==> config.mk <==
export PLATFORM = sky130hd
export DESIGN_NAME = lesf_pos
export DESIGN_NICKNAME = d
export VERILOG_FILES = /design/src/design/lesf_pkg.sv /design/src/design/lesf_pos.sv
export SDC_FILE = /design/constraint.sdc
export NUM_CORES = 1
export LEC_CHECK = 0
export ABC_AREA = 1
export BUFFER_PORTS_ARGS = -buffer_cell sky130_fd_sc_hd__buf_2
export CORE_ASPECT_RATIO = 0.7
export CORE_MARGIN = 8
export CORE_UTILIZATION = 59
export DETAILED_ROUTE_END_ITERATION = 10
export GPL_TIMING_DRIVEN = 1
export PLACE_DENSITY = 0.81
export RECOVER_POWER = 100
export SLEW_MARGIN = 30
export SYNTH_ARGS = -nofsm -noshare
export SYNTH_HDL_FRONTEND = slang
export SYNTH_SLANG_ARGS = --single-unit
export TNS_END_PERCENT = 30
==> constraint.sdc <==
create_clock -name clk -period 5.27 [get_ports clk]
set_input_delay 0.7905 -clock clk [delete_from_list [all_inputs] [get_ports clk]]
set_output_delay 0.7905 -clock clk [all_outputs]
set_load 0.03 [all_outputs]
==> src/design/lesf_pkg.sv <==
// ----------------------------------------------------------------------------
// lesf_pkg
// Types and register indexes shared by the largest empty square finder.
// ----------------------------------------------------------------------------
`default_nettype none

package lesf_pkg;

	typedef logic [10:0] side_t;
	typedef logic [12:0] row_t;
	typedef logic [7:0]  byte_t;

	typedef logic [0:0] cfg_idx_t;
	typedef logic [10:0] cfg_data_t;

	localparam cfg_idx_t REG_EMPTY_CHAR = 1'd0;
	localparam cfg_idx_t REG_ROW_WIDTH  = 1'd1;

	localparam byte_t EMPTY_CHAR_RST = 8'd46;
	localparam side_t ROW_WIDTH_RST  = 11'd5;

	typedef struct packed {
		byte_t cell_byte;
		logic  first_cell;
	} in_item_t;

	typedef struct packed {
		side_t cell_side;
		side_t best_side;
		row_t  best_row;
		side_t best_column;
	} out_item_t;

endpackage

`default_nettype wire

==> src/design/lesf_pos.sv <==
// ----------------------------------------------------------------------------
// lesf_pos
// Column and row counters: gives the position of the cell being taken in.
// ----------------------------------------------------------------------------
`default_nettype none

module lesf_pos #(
	parameter int MAX_WIDTH = 1024,
	parameter int MAX_ROWS  = 4096,
	parameter int COL_W     = 10,
	parameter int ROW_W     = 13
) (
	input  wire logic              clk,
	input  wire logic              arst_n,
	input  wire logic              accept,
	input  wire logic              first_cell,
	input  wire lesf_pkg::side_t   row_width,
	output logic      [COL_W-1:0]  col,
	output logic      [ROW_W-1:0]  row
);

	localparam int COLP_W = COL_W + 1;

	logic [COL_W-1:0]  col_q;
	logic [ROW_W-1:0]  row_q;
	logic [31:0]       w_wide;
	logic [COLP_W-1:0] w_eff;
	logic [COL_W-1:0]  c0;
	logic [ROW_W-1:0]  r0;
	logic [ROW_W-1:0]  r0_inc;
	logic [ROW_W-1:0]  r1_inc;
	logic              pre_wrap;
	logic [COLP_W-1:0] col_next;
	logic              post_wrap;

	always_comb begin
		w_wide = 32'(row_width);
		if (w_wide == 32'd0) begin
			w_wide = 32'd1;
		end else if (w_wide > 32'(MAX_WIDTH)) begin
			w_wide = 32'(MAX_WIDTH);
		end
	end

	assign w_eff = COLP_W'(w_wide);

	assign c0       = first_cell ? '0 : col_q;
	assign r0       = first_cell ? ROW_W'(1) : row_q;
	assign r0_inc   = (r0 < ROW_W'(MAX_ROWS)) ? r0 + ROW_W'(1) : r0;
	assign pre_wrap = {1'b0, c0} >= w_eff;

	// width shrink mid-grid starts a new row before the cell
	assign col = pre_wrap ? '0 : c0;
	assign row = pre_wrap ? r0_inc : r0;

	assign r1_inc    = (row < ROW_W'(MAX_ROWS)) ? row + ROW_W'(1) : row;
	assign col_next  = {1'b0, col} + COLP_W'(1);
	assign post_wrap = col_next >= w_eff;

	always_ff @(posedge clk or negedge arst_n) begin
		if (!arst_n) begin
			col_q <= '0;
			row_q <= ROW_W'(1);
		end else if (accept) begin
			if (post_wrap) begin
				col_q <= '0;
				row_q <= r1_inc;
			end else begin
				col_q <= col_next[COL_W-1:0];
				row_q <= row;
			end
		end
	end

endmodule

`default_nettype wire

After elaboration in Yosys (flattened, before gate mapping)
Index checks and enable logic that the tools add are counted.
{"block": "word_totals", "register_bits": 23, "latch_bits": 0, "ram_bits": 0, "mem_bits_ro": 0, "input_bits": 15, "output_inout_bits": 23, "wordCells": 21, "n_memories": 0}
{"block": "classes", "n_addsub": 3, "mul": 0, "n_div": 0, "n_lt_le_gt_ge": 5, "n_eq_ne": 0, "shifts": 0, "n_mux": 10, "bitwise_logic": 0, "reduce_logical": 1}
{"operator": "13-bit two-way mux", "n": 5}
{"operator": "10-bit two-way mux", "n": 3}
{"operator": "13-bit by 1-bit adder with 13-bit output (second input constant)", "n": 2}
{"operator": "13-bit < comparator (second input constant)", "n": 2}
{"operator": "11-bit two-way mux", "n": 2}
{"operator": "10-bit by 1-bit adder with 11-bit output (second input constant)", "n": 1}
{"operator": "10-bit by 11-bit greater-or-equal comparator with 1-bit output", "n": 1}
{"operator": "11-bit greater-or-equal comparator", "n": 1}
{"operator": "11-bit greater-than comparator (second input constant)", "n": 1}
{"operator": "11-bit zero test", "n": 1}

Longest topological paths before layout
{"block": "depth", "word_depth": 8, "ltp_mapped": 36, "ltp_nobuf": 35}

Worst setup path before layout
No wires, ideal clock.
{"block": "synth_path", "path_type": "input to register", "start": "in row_width[0]", "end": "reg row_q[6]", "setup_time_ns": 0.129, "arrival_time_ns": 5.755, "setup_slack_ns": -0.615, "stages": 31, "n_path_buf": 2, "path_cell_list": "nor4_1 > nand2_1 > o21ai_1 > nand2_1 > ha_1 > nand2_1 > inv_1 > a21oi_1 > nand2_1 > nand2_2 > nand2_4 > buf_8 > buf_8 > nor3_1 > ha_1 > nand2_1 > nor2_1 > xnor2_1 > inv_1 > ha_1 > nand4_1 > or2_2 > or2_2 > inv_1 > nor2_1 > nor2_2 > nand2_2 > nor2_4 > nand2_1 > nand3_1 > o21ai_1"}
{"block": "synth_between", "elab_chain_cells": 8}
{"item": "start, declared", "line": "lesf_pos.sv:17", "text": "input wire lesf_pkg::side_t row_width,"}
{"item": "11-bit greater-than comparator", "line": "lesf_pos.sv:40", "text": "end else if (w_wide > 32'(MAX_WIDTH)) begin"}
{"item": "11-bit two-way mux", "line": "lesf_pos.sv:40"}
{"item": "11-bit two-way mux (*)", "line": "lesf_pos.sv:38", "text": "if (w_wide == 32'd0) begin"}
{"item": "10-bit by 11-bit greater-or-equal comparator with 1-bit output (*)", "line": "lesf_pos.sv:50", "text": "assign pre_wrap = {1'b0, c0} >= w_eff;"}
{"item": "10-bit two-way mux (*)", "line": "lesf_pos.sv:53", "text": "assign col = pre_wrap ? '0 : c0;"}
{"item": "net col[1]", "line": "lesf_pos.sv:18", "text": "output logic [COL_W-1:0] col,"}
{"item": "10-bit by 1-bit adder with 11-bit output (*)", "line": "lesf_pos.sv:57", "text": "assign col_next = {1'b0, col} + COLP_W'(1);"}
{"item": "11-bit greater-or-equal comparator (*)", "line": "lesf_pos.sv:58", "text": "assign post_wrap = col_next >= w_eff;"}
{"item": "13-bit two-way mux (*)", "line": "lesf_pos.sv:65", "text": "if (post_wrap) begin"}
{"item": "end signal, assigned", "line": "lesf_pos.sv:67", "text": "row_q <= r1_inc;"}
{"item": "end signal, assigned", "line": "lesf_pos.sv:70", "text": "row_q <= row;"}
{"item": "end, declared", "line": "lesf_pos.sv:25", "text": "logic [ROW_W-1:0] row_q;"}
Mark *: on every way through the listed nets, which the timed path passes. The rest lies on a longest branch.
A chain may end at the register's enable or synchronous reset.

Final worst setup path
{"block": "layout_path", "start": "in row_width[3]", "end": "reg row_q[6]"}
{"block": "layout_between", "elab_chain_cells": 8}
{"item": "11-bit greater-than comparator", "line": "lesf_pos.sv:40"}
{"item": "11-bit two-way mux", "line": "lesf_pos.sv:40"}
{"item": "11-bit two-way mux (*)", "line": "lesf_pos.sv:38"}
{"item": "10-bit by 11-bit greater-or-equal comparator with 1-bit output", "line": "lesf_pos.sv:50"}
{"item": "10-bit two-way mux / 13-bit two-way mux (equally long branches)", "line": "lesf_pos.sv:53, lesf_pos.sv:54"}
{"item": "10-bit by 1-bit adder with 11-bit output (tied with other cells)", "line": "lesf_pos.sv:57"}
{"item": "11-bit greater-or-equal comparator / 13-bit two-way mux (equally long branches)", "line": "lesf_pos.sv:58, lesf_pos.sv:56"}
{"item": "13-bit two-way mux (*)", "line": "lesf_pos.sv:65"}
Every way passes the cells marked *; elsewhere a longest branch is shown, timed or not.

==> metrics.md <==
| Metric | Value |
|---|---|
| Crit start category | input pin |
| Fin. max-slew vios | 0 |
| Antenna Diode Count | 0 |
| Average instance area after synthesis | 6.14 µm² |
| Crit Path Category | in -> reg |
| Maximum number of pins on one net before global-route repair | 25 |
| PD cells | 166 nW/µm² |
| Area Overhead vs Synth | 23.4% |
| Final Instance Area | 3550 µm² |
| Data arrival time of the worst path | 5210 ps |
| Wire length per cell | between 15 and 20 µm |
| Library cell appearing most often on the critical path | nor2_4 |
| Relative slew slack | 0.0951 |
| Die Width | approximately 100 µm |
| Post-synthesis instance area | 2880 µm² |
| Placeable core area | 4730 µm² |
| Clk root buf | clkbuf_8 |
| Total overflow reported by the global router | 0 |
| Clock period minus final worst setup slack | 5070 ps |
| Placed Instance Area | between 3000 and 4000 µm² |
| Most common cell after layout, fill and taps aside | nand2_1 |
| Vias in the first global route | 2967 |
| Number of cells produced by synthesis | 468 |
| Slowest stage delay, CP | 310 ps |
| Util after Layout | 0.750 |
| Starting density of the core | 0.608 |
| Register area share after synthesis | 0.201 |
| Final RePlAce weighted congestion | 0.933 |
| Count of cell types in the netlist | 36 |
| Half-perimeter wire length after detailed placement | approximately 6900 µm |
| F_max | 197 MHz |
| Top-Level Pins | 38 |
| Fraction of layout cells with a size suffix above 1 | 0.294 |
| Violation count after the first detailed-routing iteration | 354 |
| Commonest cells after routing, fill and taps aside | nand2_1 (139), inv_1 (61), nor2_1 (40), nand3_1 (36), buf_2 (36) |
| Design Power | slightly below 0.6 mW |
| Site row count | 21 |
| Clock buffer count from CTS | 3 |
| Worst Hold Slack | 491 ps |
| Crit-path slowest cell | ha_1 |
| Number of buffers on the longest clock path | 2 |
| Drt drc | 0 |
| Vias per Instance | 5.60 |
| CP Max Fanout | 8 |
| Number of clock sinks | 23 |
| Path category of the worst min-delay check | reg -> reg |
| Setup-failing EPs final | 0 |
| H-tree levels | 1 |
| Die ar. | roughly 7400 µm² |
| Reported leakage power | 1.88 nW |
| Total number of nets in the final design | 568 |
| Synth warnings | 0 |
| Required time at the worst-slack endpoint | 5410 ps |
| Post-synthesis net count | just over 500 |
| Detailed Routing Iterations Pass 1 | 5 |
| Total negative slack for setup checks | 0 ps |
| IO buf count | 37 |
| Vertical die dimension | 74.4 µm |
| Maximum ir drop on the vdd rail | approximately 0.13 mV |
| Number of antenna-violating nets in the routed design | 0 |
| Slew at the pin closest to its max-slew limit | 1360 ps |
| Total detailed-routing wirelength | between 8000 and 9000 µm |
| Nature of the critical path endpoint | flop |
| Wire length of the first global-routing pass | ~14000 µm |
| Clock network latency to the later pin of the worst-skew pair | between 200 and 300 ps |
| Outcome | finished clean |
| Max Cap Viol | 0 |
| Hold Vio Cnt, Final | 0 |
| Ratio of final minimum period to clock period | 0.962 |
| Initial antenna violation count | 0 |
| Final worst clock skew | between 10 and 15 ps |
| Worst-path clk slew | 80 ps |
| DR vias | 3278 |
| Global-route usage over all layers | 0.235 |
| TritonCTS clock tree | done |
| Flip-flop and latch count after synthesis | 23 |
worst max-delay path: cells and delay by family:
kind	cells	cell delay, ps
AOI/OAI and AO/OA	2	370
adders and majority gates	3	780
buffers and inverters	5	460
and+or+nand+nor	20	2780
state kept, by name, summed over array words and instances, names as in the netlist:
name / flops
col_q: 10
row_q: 13
cells in the mapped netlist:
cell type    n  share of area
nand2_1    152           0.20
inv_1       65          0.085
nor2_1      46          0.060
nand3_1     39          0.068
ha_1        24           0.10
dfrtp_1     22           0.19
o21ai_0     18          0.031
nor2_2      12          0.026
nand2_2     11          0.024
o21ai_1      9          0.016
a21oi_1      8          0.014
inv_2        6         0.0078
nand4_1      5          0.011
nor2_4       5          0.020
o22ai_1      5          0.011
nor3_1       4         0.0070
or2_2        4         0.0087
xor2_1       4          0.012
buf_6        3          0.012
clkbuf_1     3         0.0039
buf_8        2          0.010
nand2_4      2         0.0078
nand3_2      2         0.0070
nor3_2       2         0.0070
nor3_4       2          0.011
nor4_1       2         0.0044
xnor2_1      2         0.0061
a21oi_4      1         0.0057
and3_1       1         0.0022
buf_2        1         0.0017
dfstp_2      1         0.0091
nand3b_1     1         0.0026
nand4_2      1         0.0044
o21a_1       1         0.0026
o21bai_1     1         0.0026
o22ai_2      1         0.0044
metal layers:
metal	vias up	share of wire	track usage	routed length (µm)
met1	1498	0.46	0.347	4090
li1	1600	-	-	-
met4	0	0.011	0.0317	99
met2	167	0.43	0.350	3860
met3	13	0.099	0.0449	889
met5	-	0	0	0
kinds of logic (layout without fill, tap and decap cells):
family                     Yosys count  count (layout)  synth area share
AOI/OAI and AO/OA                   44              44            0.0870
buffers and inverters               80             140             0.121
DFF                                 23              23             0.201
adders and majority gates           24              24             0.104
and+or+nand+nor                    291             291             0.469
xor gates and xnor gates             6               6            0.0183
metrics by stage:
| stage | instances | setup WS, ps |
|---|---|---|
| after global routing | 585 | -85.0 |
| after detailed placement | 576 | -120 |
| after floorplan | 468 | 11.2 |
| final | 585 | 201 |
| after global placement | 576 | -37.4 |
| after CTS | 580 | 143 |
report_power, final:
part / switching, mW / internal [mW]
Clock: 0.0614 / 0.0541
Sequential: 0.0110 / 0.193
Combinational: 0.182 / 0.0870
Total: 0.255 / 0.335
timing repair:
item	in CTS	in global routing
gates resized for setup	0	36
endpoints found under the setup margin	0	22
setup buffers	0	5
hold buffers	0	0
final cells by class:
class | instances | area, µm²
Multi-Input combinational cell | 365 | 2180
Fill cell | 391 | 1180
Sequential cell | 23 | 577
Timing Repair Buffer | 65 | 410
Inverter | 71 | 267
Tap cell | 57 | 71.3
Clock buffer | 4 | 45.0
final timing paths:
kind,from,to,slack (ps),cells past startpoint
setup / recovery,row_width[3],row_q[6],200,30
hold / removal,row_q[9],row_q[9],490,2
setup reg to reg,col_q[1],row_q[6],1110,28
hold reg to reg,row_q[9],row_q[9],490,2
max in group asynchronous,arst_n,col_q[4],3660,1
min in group asynchronous,arst_n,row_q[4],800,1
Note: power is estimated with default switching activity, not from simulation.
